<file path="config.mk">
export PLATFORM = sky130hd
export DESIGN_NAME = qalu_front
export DESIGN_NICKNAME = d
export VERILOG_FILES = /design/src/hdl/quaternion_alu_top_macros.svh /design/src/hdl/qalu_pkg.sv /design/src/hdl/qalu_front.sv
export SDC_FILE = /design/constraint.sdc
export NUM_CORES = 1
export LEC_CHECK = 0
export BUFFER_PORTS_ARGS = -buffer_cell sky130_fd_sc_hd__buf_2
export CAP_MARGIN = 20
export CORE_MARGIN = 2
export CORE_UTILIZATION = 35
export CTS_CLUSTER_SIZE = 40
export DETAILED_ROUTE_END_ITERATION = 8
export SYNTH_ARGS = -nofsm -noshare
export SYNTH_HDL_FRONTEND = slang
export SYNTH_SLANG_ARGS = --single-unit
</file>
<file path="constraint.sdc">
create_clock -name clock -period 29 [get_ports clock]
set_input_delay 4.35 -clock clock [delete_from_list [all_inputs] [get_ports clock]]
set_output_delay 4.35 -clock clock [all_outputs]
set_load 0.02 [all_outputs]
</file>
<file path="src/hdl/quaternion_alu_top_macros.svh">
// Assertion macros shared by the quaternion ALU top level.
`ifndef QUATERNION_ALU_TOP_MACROS_SVH
`define QUATERNION_ALU_TOP_MACROS_SVH

// The consequent must hold in the same cycle as the antecedent.
`define QALU_ASSERT_NOW(label, ante, cons, msg) \
   label: assert property (@(posedge clock) disable iff (reset) (ante) |-> (cons)) \
      else $error(msg);

// The consequent must hold in the cycle after the antecedent.
`define QALU_ASSERT_NEXT(label, ante, cons, msg) \
   label: assert property (@(posedge clock) disable iff (reset) (ante) |=> (cons)) \
      else $error(msg);

`endif

</file>
<file path="src/hdl/qalu_pkg.sv">
// Types, constants and helper functions of the quaternion ALU.
package qalu_pkg;

   localparam int FRAC_BITS = 16;
   localparam int SUM_W     = 66;
   localparam int SQ_W      = 65;
   localparam int NORM_W    = SQ_W - FRAC_BITS;
   localparam int MAG_W     = 32 + FRAC_BITS;
   localparam int DIVD_W    = ((MAG_W > NORM_W) ? MAG_W : NORM_W) + 1;
   localparam int QUO_W     = 33;
   localparam int PIPE_D    = QUO_W + 6;

   localparam logic signed [SUM_W-1:0] HALF_S  = SUM_W'(2 ** (FRAC_BITS - 1));
   localparam logic [SQ_W-1:0]         HALF_U  = SQ_W'(2 ** (FRAC_BITS - 1));
   localparam logic [31:0]             ONE_FIX = 32'(2 ** FRAC_BITS);
   localparam logic [31:0]             MAX_Q   = 32'h7fff_ffff;
   localparam logic [31:0]             MIN_Q   = 32'h8000_0000;
   localparam logic signed [SUM_W-1:0] POS_LIM = SUM_W'(64'sd2147483647);
   localparam logic signed [SUM_W-1:0] NEG_LIM = SUM_W'(-64'sd2147483648);

   typedef enum logic [2:0] {
      OP_ADD = 3'd0,
      OP_SUB = 3'd1,
      OP_MUL = 3'd2,
      OP_DIV = 3'd3,
      OP_INV = 3'd4,
      OP_ROT = 3'd5
   } op_type;

   // Index 0 is the scalar part, then i, j, k.
   typedef logic [3:0][31:0] quat_type;

   typedef struct packed {
      logic [2:0]         operation;
      logic signed [31:0] a_w;
      logic signed [31:0] a_x;
      logic signed [31:0] a_y;
      logic signed [31:0] a_z;
      logic signed [31:0] b_w;
      logic signed [31:0] b_x;
      logic signed [31:0] b_y;
      logic signed [31:0] b_z;
   } req_type;

   typedef struct packed {
      logic signed [31:0] r_w;
      logic signed [31:0] r_x;
      logic signed [31:0] r_y;
      logic signed [31:0] r_z;
      logic               zero_norm;
      logic               saturated;
   } rsp_type;

   typedef struct packed {
      op_type   op;
      logic     kill;
      quat_type a;
      quat_type b;
      quat_type x;
   } cmd_type;

   typedef struct packed {
      logic    vld;
      cmd_type cmd;
   } head_type;

   typedef struct packed {
      logic        sat;
      logic [31:0] val;
   } satw_type;

   typedef struct packed {
      op_type     op;
      logic       kill;
      quat_type   a;
      quat_type   early;
      logic       early_sat;
      logic       zero;
      logic [3:0] neg;
      logic [3:0] ovf;
   } side_type;

   typedef struct packed {
      op_type   op;
      logic     kill;
      quat_type a;
      quat_type early;
      logic     early_sat;
      logic     zero;
      quat_type inv;
      logic     inv_sat;
   } fin_type;

   function automatic satw_type sat32(input logic signed [SUM_W-1:0] v);
      satw_type res;
      if (v > POS_LIM) begin
         res.sat = 1'b1;
         res.val = MAX_Q;
      end else if (v < NEG_LIM) begin
         res.sat = 1'b1;
         res.val = MIN_Q;
      end else begin
         res.sat = 1'b0;
         res.val = v[31:0];
      end
      return res;
   endfunction

endpackage

</file>
<file path="src/hdl/qalu_front.sv">
// Front end: request decode and a two-entry queue ahead of the datapath.
module qalu_front import qalu_pkg::*; (
   input  logic     clock,
   input  logic     reset,
   input  logic     push,
   output logic     full,
   input  req_type  req_data,
   input  logic     pop_head,
   output head_type head
);

   cmd_type    slot_ff [2];
   cmd_type    cmd_in;
   logic       wr_ptr_ff, wr_ptr_in, rd_ptr_ff, rd_ptr_in;
   logic [1:0] cnt_ff, cnt_in;
   logic       push_ok, pop_ok;

   // Unknown operation codes are marked so the back end drives all zeros.
   always_comb begin
      cmd_in.kill = (req_data.operation > OP_ROT);
      cmd_in.op   = cmd_in.kill ? OP_ADD : op_type'(req_data.operation);
      cmd_in.a    = {req_data.a_z, req_data.a_y, req_data.a_x, req_data.a_w};
      cmd_in.b    = {req_data.b_z, req_data.b_y, req_data.b_x,
                     (cmd_in.op == OP_ROT) ? 32'd0 : req_data.b_w};
      cmd_in.x    = (cmd_in.op == OP_DIV) ? cmd_in.b : cmd_in.a;
   end

   assign full     = (cnt_ff == 2'd2);
   assign head.vld = (cnt_ff != 2'd0);
   assign head.cmd = slot_ff[rd_ptr_ff];
   assign push_ok  = push && !full;
   assign pop_ok   = pop_head && head.vld;

   always_comb begin
      wr_ptr_in = wr_ptr_ff ^ push_ok;
      rd_ptr_in = rd_ptr_ff ^ pop_ok;
      unique case ({push_ok, pop_ok})
         2'b10:   cnt_in = cnt_ff + 2'd1;
         2'b01:   cnt_in = cnt_ff - 2'd1;
         default: cnt_in = cnt_ff;
      endcase
   end

   always_ff @(posedge clock) begin
      if (reset) begin
         wr_ptr_ff <= 1'b0;
         rd_ptr_ff <= 1'b0;
         cnt_ff    <= 2'd0;
      end else begin
         wr_ptr_ff <= wr_ptr_in;
         rd_ptr_ff <= rd_ptr_in;
         cnt_ff    <= cnt_in;
      end
   end

   always_ff @(posedge clock) begin
      if (push_ok) begin
         slot_ff[wr_ptr_ff] <= cmd_in;
      end
   end

endmodule

</file>
After elaboration in Yosys (flattened, before gate mapping)
Memory sizes are Yosys's and may differ from the RTL's. A register that Yosys moved wholly into a read port is not among the register bits.
Cells that the tools add are included.
Word-level totals
  register bits: 4
  memory bits (writable): 776
  input port bits: 263
  output and inout port bits: 390
  logic and storage cells: 26
  memories: 1
Operators by class
  $add $sub $neg: 2
  order comparisons: 1
  equality and inequality tests: 5
  muxes and demuxes: 7
  bitwise logic cells: 2
  reductions and logical operators: 5
Memories
  slot_ff: words 2, width 388, read ports 1, clocked after Yosys merged registers in 1, write ports 1, RTL line qalu_front.sv:12  | cmd_type slot_ff [2];
Operators by type and width (number)
  2-to-1 mux 128 bit: 1
  2-to-1 mux 32 bit: 1
  equality test 2 bit (second input constant): 2
  one-hot mux 2 bit (2 select lines): 1
  nonzero test 2 bit: 2
  equality test 3 x 2 -> 1 bit (second input constant): 1
  equality test 3 bit (second input constant): 1
  > comparator 3 bit (second input constant): 1
  2-to-1 mux 1 bit: 3
  2-to-1 mux 3 bit: 1
  adder 2 x 1 -> 2 bit (second input constant): 1
  equality test 2 x 1 -> 1 bit (second input constant): 1
  logical AND 1 bit: 2
  subtractor 2 x 1 -> 2 bit (second input constant): 1
  bitwise XOR 1 bit: 2
  logical NOT 1 bit: 1

Depth between registers and ports, before layout
Gate-level depths: netlist (run 1).
  word-level depth: 5
  depth in mapped cells: 6
  depth with buffers taken out: 6

Least setup slack after synthesis (run 1)
OpenSTA, ideal clock, no wires.
  path kind: input to register
  start: in push
  end: mem slot_ff[1][0] (netlist name), enable pin
  setup time: 0.804 ns
  arrival: 13.348 ns
  required time: 28.196 ns
  path slack: 14.848 ns
  stages: 3
  buffers on the path: 0
  cell sequence: nand2_1 inv_1 ha_1
Between the ends
  cells in the longest elaborated chain, start to end: 3
RTL lines
  from (decl): RTL line qalu_front.sv:5  | input logic push,
  logical AND 1 bit: RTL line qalu_front.sv:31  | assign push_ok = push && !full;
  2-to-1 mux 1 bit: RTL line qalu_front.sv:57  | if (push_ok) begin
  2-to-1 mux 1 bit (implied by the code): RTL line qalu_front.sv:58  | slot_ff[wr_ptr_ff] <= cmd_in;
  to (decl): RTL line qalu_front.sv:12
Every way passes these cells.

==> metrics.csv, run 1 <==
metric,value,unit
fillers,7649,
relSlewSlack,0.277,
cpPeakStageDelay,0.78,ns
p_switching,1.13,mW
multiInputGateArea,6660,sq um
synth_top_area_frac,0.762,
cp_slowest_cell,buf_4,
critPathLaunchType,register,
cap_violations,0,
clk_path_buf_depth,3,
pwr-share-comb,0.287,
wirelength,69.1,mm
crit_fanout,162,
leakage,14.0,nW
insertion_delay,0.62,ns
area_growth,23.3,%
synthCells,1413,
cts.sinks,780,
fin_nets,2373,
fmax,123,MHz
drive_gt1_frac,0.601,
gp_congestion,0.778,
synthFlopType,edfxtp_1,
regArea,23400,sq um
dp_hpwl,45.5,mm
grt_max_degree,163,
avgSynthCellArea,21.6,sq um
grt_pass1_wl,101,mm
p_int,2.47,mW
wl_per_cell,20.7,um
worstPathCellList,buf_12 > buf_4 > mux2_2 > buf_2,
synth.distinct_cells,28,
yosysMostFrequentCell,edfxtp_1,
synth_area,30600,sq um
hold_class,reg2reg,
ys_seq_area_frac,0.765,
max-vdd-ir-drop,0.0000559,V
rows,108,
cts_tree,done,
cp-end-kind,output port,
cp.arrival,3.80,ns
critical_path.top_delay_family,buffers and inverters,
drt_iter0_markers,901,
rsz0062_at_grt,no,
grt.total_usage,0.148,
hold_viol,0,
clk_pin_slew_worst_paths,0.06,ns
finClkSkew,0.0236,ns
synthTopCellsByCount,"edfxtp_1, mux2_2, mux2_4, and2_1, buf_4",
core-area,86600,sq um
route.detailed.drc,0,
num_io_pins,653,
grt_pass1_vias,16587,
vias,15431,
cts-buffers-inserted,84,
drv_slew,0,
seqPwrFrac,0.420,
ys_ff_latch,780,
critical_path_class,reg2out,
period_minus_slack,8.15,ns
setup_viol_count_final,0,
tightest_slew,1.09,ns
fin_crit_sh,0.281,
overflow,0,
postCtsSetupBuffers,0,
setup_tns,0,ns
p_per_area,95.6,nW/um^2
yosys.area.top_type,edfxtp_1,
htree_levels,3,
synth-edff-count,776,
drt-pass1-iter-count,5,
p_clk_frac,0.293,
die_h,300,um
start_util,0.353,
synth_nets,1679,
yosysWarnings,0,
post_cts_resized,0,
synthArstFlopShare,0,
dieArea,89700,sq um
ant_nets,0,
switching_share,0.313,
antenna_found_initial,13,
outcome,"finished, final reports clean",
cts-hold-fix-buffers,0,
cp_num_buf_inv,3,
io_buffer_count,652,
required,24.65,ns
via_per_inst,4.62,
synth.area.top_cells,"edfxtp_1, mux2_2, mux2_4, buf_4, and2_1",
die_w,300,um
total_power,3.60,mW
root_buffer,clkbuf_16,
logic make-up after synthesis:
kind of cell | after synthesis | share of synthesized area
AND/OR/NAND/NOR | 45 | 0.00909
multiplexers | 516 | 0.205
adder cells (fa/ha/maj) | 3 | 0.00123
AO/OA/AOI/OAI | 3 | 0.000573
buffers and inverters | 63 | 0.0184
flip-flops | 780 | 0.765
XOR/XNOR | 3 | 0.000860
worst reg2reg max path, delay by kind of cell, from the launching register on:
family / cells / cell delay [ns]
flops: 1 / 0.41
buf+inv: 3 / 1.97
simple gates: 2 / 0.23
fa+ha+maj: 1 / 0.71
flip-flops by register name, summed over array words and instances, names as in the netlist:
register   flops
rd_ptr_ff      1
cnt_ff         2
slot_ff      776
wr_ptr_ff      1
power groups by stage:
stage	clock network, mW	logic, mW	registers, mW
CTS	1.09	1.05	1.51
detailed placement	0	1.05	1.54
finish	1.06	1.03	1.51
global route	1.13	1.10	1.53
floorplan	0	0.713	1.60
global placement	0	1.05	1.53
worst paths after layout:
path / startpoint / end / slack, ns / cells past startpoint
setup / recovery: rd_ptr_ff$_SDFF_PP0_ / head[324] / 20.85 / 4
hold / removal: cnt_ff[1]$_SDFFE_PP0P_ / cnt_ff[1]$_SDFFE_PP0P_ / 0.53 / 2
setup reg to reg: cnt_ff[0]$_SDFFE_PP0P_ / slot_ff[0][211]$_DFFE_PP_ / 25.17 / 6
hold reg to reg: cnt_ff[1]$_SDFFE_PP0P_ / cnt_ff[1]$_SDFFE_PP0P_ / 0.53 / 2
cell type report:
type                    instances  area share
flip-flops and latches        780       0.621
multi-input cells             570       0.177
repair buffers                668      0.0905
clock buffers                 104      0.0584
well taps                    1155      0.0384
clock inverters                48      0.0142
diodes                         11    0.000731
inverters                       3    0.000299
routing by layer:
layer	vias to the layer above	wire length, um	global-route usage
met5	-	39	0
met4	8	1930	0.0521
met3	138	5320	0.0470
met2	490	36100	0.262
met1	7775	25700	0.166
li1	7020	-	-
through the flow:
stage	cell area [sq um]	util	instances	hold WS, ns	setup slack [ns]
detailed placement	34900	0.403	3176	0.519	21.27
global route	37700	0.435	3335	0.577	20.62
global placement	34900	0.403	3176	0.493	21.31
finish	37700	0.435	3339	0.532	20.85
CTS	37600	0.435	3328	0.532	20.70
floorplan	30600	-	1413	0.474	14.85
cell usage in the layout, fill, tap and decap left out, types with 2 or more instances in the layout:
cell / n
clkinv_2: 18
and2_1: 33
ha_4: 2
nor2_1: 3
mux2_1: 8
edfxtp_1: 776
clkinvlp_4: 3
buf_4: 14
bufinv_16: 9
buf_12: 2
clkinv_1: 10
inv_6: 4
mux2_2: 388
clkbuf_1: 19
diode_2: 11
inv_1: 3
nand2_1: 2
mux2_4: 120
inv_16: 4
buf_2: 652
clkbuf_16: 85
dfxtp_1: 3
xnor2_1: 2
(Power assumes the default switching activity.)
==> run 2, diff against run 1 <==
==> constraint.sdc (replaced) <==
create_clock -name clock -period 7.71 [get_ports clock]
set_input_delay 1.1565 -clock clock [delete_from_list [all_inputs] [get_ports clock]]
set_output_delay 1.1565 -clock clock [all_outputs]
set_load 0.02 [all_outputs]
==> run 2 against run 1 <==
Net effect:
- sequential share of layout area grew 0.15 points
- power grew to 3.7 times the previous value
- largest cell class unchanged
- clock-buffer cell count shrank 2
- hold slack gained 0.0053 ns
- critical endpoint is now head[30]
- via count is essentially flat
- core utilization shrank 0.11 points
- non-clock buffer count shrank 7
- flip-flop and latch count is the same
==> metrics.csv, run 2 (synthesis gave the netlist of run 1 again) <==
metric,value,unit,change
fin_util,0.434,,-0.00107
period_minus_slack,4.36,ns,
tightest_slew,1.18,ns,+0.0945 ns
cap_violations,0,,unchanged
wirelength,69.8,mm,+1.1%
hold_class,reg2reg,,
final_area,37600,sq um,-0.25%
cts-buffers-inserted,82,,-2.4%
grt.total_usage,0.150,,+0.00198
worstPathCellList,buf_12 > mux2_2 > buf_2,,
drive_gt1_frac,0.596,,-0.00453
cts_tree,done,,
fmax,229,MHz,
htree_levels,3,,unchanged
largest_reg_flops,776,,unchanged
io_buffer_count,652,,unchanged
place_worst_setup_slack,4.06,ns,-17.21 ns
finClkSkew,0.0154,ns,-0.00819 ns
postCtsSetupBuffers,0,,unchanged
clk_pin_slew_worst_paths,0.06,ns,about the same
critical_path.top_delay_family,flip-flops,,
max-vdd-ir-drop,0.000207,V,+270%
relSlewSlack,0.214,,-0.0630
cpPeakStageDelay,0.97,ns,+0.19 ns
holdWs,0.537,ns,+0.00529 ns
dieArea,89700,sq um,unchanged
antenna_found_initial,19,,+6
setup_viol_count_final,0,,unchanged
total_power,13.4,mW,+270%
grt_max_degree,169,,+3.7%
dp_cells,3169,,-0.22%
grt_pass1_vias,16217,,-2.2%
cp-end-kind,output port,,
die_w,300,um,unchanged
vias,15434,,+0.019%
finalNonFillerCells,3328,,-0.33%
largestRegisters,"slot_ff: 776 flops, cnt_ff: 2 flops",,
core-area,86600,sq um,unchanged
drv_slew,0,,unchanged
critical_path_class,reg2out,,
drt_iter0_markers,1014,,+13%
gp_congestion,0.832,,+7.0%
required,6.55,ns,-18.10 ns
wl_per_cell,21.0,um,+1.4%
layout_common_cells,"edfxtp_1, buf_2, mux2_2",,
leakage,14.0,nW,-0.54%
place_area,34900,sq um,about the same
setup_slack,3.35,ns,-17.50 ns
cp.arrival,3.20,ns,-0.60 ns
cts-hold-fix-buffers,0,,unchanged
area_growth,22.9,%,
crit_fanout,165,,+1.9%
setup_tns,0,ns,unchanged
dp_hpwl,45.4,mm,about the same
outcome,"finished, final reports clean",,
via_per_inst,4.64,,+0.35%
fin_crit_sh,0.566,,
cp_slowest_cell,dfxtp_4,,
overflow,0,,unchanged
ant_nets,0,,unchanged
root_buffer,clkbuf_16,,
insertion_delay,0.63,ns,about the same
drt-pass1-iter-count,6,,+1
post_cts_resized,0,,unchanged
grt_pass1_wl,102,mm,+0.63%
die_h,300,um,unchanged
cts.sinks,780,,unchanged
num_io_pins,653,,unchanged
p_per_area,357,nW/um^2,+270%
rsz0062_at_grt,no,,
clk_path_buf_depth,3,,unchanged
start_util,0.353,,unchanged
hold_viol,0,,unchanged
rows,108,,unchanged
route.detailed.drc,0,,unchanged
cp_num_buf_inv,2,,-1
critPathLaunchType,register,,
largest-register,slot_ff,,
fin_nets,2364,,-0.38%
layout_commonest_cell,edfxtp_1,,
==> run 2: changes by cell type in the layout (fill, tap and decap cells not counted), sizes merged <==
cell      previous run  this run
inv                 11         6
diode               11        12
bufinv               9         8
buf                668       661
clkinvlp             3         2
clkinv              28        32
clkbuf             104       102
==> run 2: path summary, 6_finish.rpt <==
path / start / end / slack (ns) / cells past startpoint
worst max-delay path: rd_ptr_ff$_SDFF_PP0_ / head[30] / 3.35 / 3
worst min-delay path: cnt_ff[1]$_SDFFE_PP0P_ / cnt_ff[1]$_SDFFE_PP0P_ / 0.54 / 2
worst max register to register: cnt_ff[0]$_SDFFE_PP0P_ / slot_ff[0][83]$_DFFE_PP_ / 4.74 / 5
worst min register to register: cnt_ff[1]$_SDFFE_PP0P_ / cnt_ff[1]$_SDFFE_PP0P_ / 0.54 / 2
==> run 2: power by group <==
| part | switching, mW | total (mW) | internal (mW) |
|---|---|---|---|
| registers | 0.209 | 5.72 | 5.51 |
| clock network | 1.59 | 3.85 | 2.27 |
| logic | 2.39 | 3.85 | 1.46 |
==> run 2: per-layer routing <==
| metal | vias to the layer above | wire [um] | GRT usage |
|---|---|---|---|
| li1 | 7002 | - | - |
| met1 | 7793 | 26900 | 0.173 |
| met2 | 499 | 35600 | 0.256 |
| met3 | 126 | 5230 | 0.0460 |
| met4 | 14 | 2070 | 0.0642 |
| met5 | - | 69 | 0 |
==> run 2: worst min-delay path, stage by stage, from the launching register on <==
cell	delay, ns
dfxtp_1	0.34
o21ai_0	0.09
a21oi_1	0.06
==> run 2: layout make-up <==
class / count / area [sq um]
Fill cell: 7662 / 49000
Sequential cell: 780 / 23400
Multi-Input combinational cell: 570 / 6660
Timing Repair Buffer: 661 / 3420
Clock buffer: 102 / 2170
Tap cell: 1155 / 1450
Clock inverter: 45 / 459
Antenna cell: 12 / 30.0
Inverter: 3 / 11.3
